$ cat config.mk
export PLATFORM = sky130hd
export DESIGN_NAME = hsm_ram
export DESIGN_NICKNAME = d
export VERILOG_FILES = /design/src/rtl/hsm_ram.sv
export SDC_FILE = /design/constraint.sdc
export NUM_CORES = 2
export LEC_CHECK = 0
export BUFFER_PORTS_ARGS = -buffer_cell sky130_fd_sc_hd__buf_2
export CORE_MARGIN = 4
export CORE_UTILIZATION = 62
export CTS_BUF_LIST = sky130_fd_sc_hd__clkbuf_8
export DETAILED_ROUTE_END_ITERATION = 8
export MAX_ROUTING_LAYER = met4
export PLACE_DENSITY = 0.78
export SYNTH_ARGS = -nofsm -noshare
export SYNTH_HDL_FRONTEND = slang
export SYNTH_SLANG_ARGS = --single-unit
$ cat constraint.sdc
create_clock -name i_clk -period 3.7 [get_ports i_clk]
set_clock_uncertainty 0.1 [all_clocks]
set_input_delay 0.37 -clock i_clk [delete_from_list [all_inputs] [get_ports i_clk]]
set_output_delay 0.37 -clock i_clk [all_outputs]
set_load 0.01 [all_outputs]
$ cat src/rtl/hsm_ram.sv
// Generic single-write, single-read RAM with registered read data.
// Read returns the contents before a same-cycle write. No dependencies.
module hsm_ram #(
    parameter int WIDTH = 16,
    parameter int DEPTH = 128
) (
    input  logic                     i_clk,
    input  logic                     i_we,
    input  logic [$clog2(DEPTH)-1:0] i_waddr,
    input  logic [WIDTH-1:0]         i_wdata,
    input  logic                     i_re,
    input  logic [$clog2(DEPTH)-1:0] i_raddr,
    output logic [WIDTH-1:0]         o_rdata
);

    logic [WIDTH-1:0] r_mem [DEPTH];
    logic [WIDTH-1:0] r_rdata;

    // Write and read-old in the same clocked block
    always_ff @(posedge i_clk) begin
        if (i_we) begin
            r_mem[i_waddr] <= i_wdata;
        end
        if (i_re) begin
            r_rdata <= r_mem[i_raddr];
        end
    end

    assign o_rdata = r_rdata;

endmodule

==> results.toml <==
[run_status]
outcome = "finished, violations left"
violations = "hold timing"

[timing]
max_slew_margin_pct = 6.68
rsz0062_at_grt = "no"
setup_tns_ns = 0
finalCritPeriodShare_pct = 74.0
report.final.slew_viol_count = 0
hold_ws_ns = -0.0192
tightest_slew_ns = 1.40
finalCriticalPeriod_ns = 2.74
setup_slack_ns = 0.963
setup_violations = 0
hold_viol_final = 4
fmax_ghz = 0.365

[drt]
drt-initial-drc-count = 6051
wl_per_cell_microns = 34.4
vias = 37400
vias_per_cell = 6.87
totalWireLength_microns = 187000
drtAntennaViolNets = 0
dr.pass1.iters = 5
drc_errors = 0

[logic_synthesis]
synth.most_common_cell = "edfxtp_1"
yosys-top-cells-area = "edfxtp_1, mux4_2, nor2_1"
syn_inst = 3086
synth_top_area_share_pct = 78.8
ys_types = 16
synth_edf_count = 2064
synth_warnings = 0
syn-cell-area_sq_um = 78700
synth-seq-cells = 2064
async_reset_ff_share_pct = 0
synth_flop_cell = "edfxtp_1"
synth_area_per_cell_sq_um = 25.5
yosysSeqAreaShare_pct = 78.8
yosys.area.top_type = "edfxtp_1"
synth_fp_nets = 3119
synth_commonest_cells = "edfxtp_1, mux4_2, nor2_1"

[grt]
grt_usage_pct = 30.0
grt_overflow_total = 0
grt_antenna_before_repair = 25
grt_pass1_vias = 38000
grt_max_degree = 114
grt_pass1_wl_microns = 270000

[placement]
dp_hpwl_microns = 110000
port_buffers = 48
post_dp_cell_area_sq_um = 82800
place.gp.congestion = 0.836
preCtsSetupSlack_ns = 0.149

[floorplanning]
num_io_pins = 49
start_util_pct = 62.5
dieArea_sq_um = 133000
rows = 130
core_sq_um = 126000
die_w_microns = 364
die_h_microns = 364

[cts]
insertion_delay_ns = 1.01
cts_made_buffers = 323
clkTransAtPathRegs_ns = 0.06
post_cts_resized = 0
clk_path_buf_depth = 4
cts_tree = "yes"
cts_setup_buffers = 0
cts_sinks = 2064
root_buffer = "clkbuf_8"
cts_htree_levels = 5

[power_and_ir_drop]
leakage_nw = 28.0
p_int_mw = 35.7
clkPwrFrac_pct = 37.6
p_comb_share_pct = 5.3
switchingPower_mw = 9.77
powerDensity_nw_per_um2 = 513
ir_drop_uv = 391
p_sw_share_pct = 21.5
pwr-share-seq_pct = 57.0

[setup_path]
cp_common_cell = "mux4_2"
end_kind = "flop"
start_kind = "flop"
cp_cell_sequence = "mux4_2, mux4_2, mux4_2, mux2_2"
critPathRequiredTime_ns = 4.31
cp_max_fo = 1
slowest_delay_ns = 0.57
worstSetupPathType = "flop to flop"
cp_slowest_cell = "mux4_2"
critPathArrivalTime_ns = 3.35

[hold_path]
hold_class = "input port to flop"

[final_layout]
areaGrowthSynthToFinish_pct = 12.6
final_area_sq_um = 88600
drive_gt1_share_pct = 36.0
final_nets = 3593
nFillCells = 6780
utilization_pct = 70.4

[run]
maxCapViolCount = 0
worst max-delay path: cells and delay by family (launching register included):
| kind | cells | cell delay [ns] |
|---|---|---|
| multiplexers | 4 | 1.95 |
| flip-flops | 1 | 0.39 |
cells in the final DEF (no fill, tap or decap):
cell type,n
nand3_1,12
buf_12,39
buf_8,3
inv_6,3
buf_4,224
mux4_2,672
nand2_1,14
edfxtp_1,2064
clkinv_2,19
bufinv_16,9
or3_1,1
nor2b_1,7
buf_2,28
clkbuf_8,330
nand2b_1,2
nor3_2,9
nand4_1,3
buf_6,1
diode_2,17
nor2_1,122
dlygate4sd3_1,18
clkinv_1,81
mux2_2,16
clkinvlp_4,6
inv_1,90
layer usage:
metal	global-route usage (%)	share of wire [%]
met3	9.56	13
met1	41.5	36
met2	44.1	48
met4	8.94	2.7
met5	-	0
area by class of cell:
cell class	instances	area [sq um]	area share, %
Antenna cell	17	42.5	0.0480
Clock buffer	330	4540	5.13
Clock inverter	208	1080	1.22
Multi-Input combinational cell	858	16100	18.1
Sequential cell	2064	62000	70.0
Tap cell	1650	2060	2.33
Timing Repair Buffer	313	2840	3.20
repair_timing:
item / 4_1_cts / 5_1_grt
setup endpoints to repair: 0 / 0
hold buffers: 18 / 0
hold endpoints to repair: 503 / 0
logic make-up (layout without fill, tap and decap cells):
family                 Yosys count  in the layout  share of synthesized area [%]
AND/OR/NAND/NOR                170            170                          0.886
buffers and inverters          164            851                          0.879
other                            0             17                              0
flip-flops                    2064           2064                           78.8
multiplexers                   688            688                           19.5
power by group through the flow:
stage          registers [mW]  clock network [mW]  logic (mW)
2_1_floorplan            26.4                   0        1.26
3_3_place_gp             26.4                   0        2.31
3_5_place_dp             26.4                   0        2.41
4_1_cts                  25.9                17.4        2.43
5_1_grt                  25.9                18.6        2.55
6_report                 25.9                17.1        2.43
path summary, 6_finish.rpt:
| kind | startpoint | end | slack, ns | cells past startpoint |
|---|---|---|---|---|
| worst min-delay path | i_wdata[3] | r_mem[3][3]$_DFFE_PP_ | -0.02 | 1 |
| worst max-delay path | r_mem[46][2]$_DFFE_PP_ | o_rdata[2]$_DFFE_PP_ | 0.96 | 4 |
| worst max register to register | r_mem[46][2]$_DFFE_PP_ | o_rdata[2]$_DFFE_PP_ | 0.96 | 4 |
| worst min register to register | r_mem[120][10]$_DFFE_PP_ | o_rdata[10]$_DFFE_PP_ | 1.11 | 4 |
sequential cells by signal, summed over array words and instances, names as in the netlist:
name and count:
r_mem 2048, o_rdata 16
through the flow:
step,instances,total power [mW],hold WS [ns]
finish,5440,45.5,-0.0192
global route,5436,47.1,0.0232
CTS,5423,45.7,0.00255
detailed placement,4867,28.8,0.795
global placement,4867,28.7,0.796
floorplan,3086,27.6,0.369
Note: power is estimated with default switching activity, not from simulation.
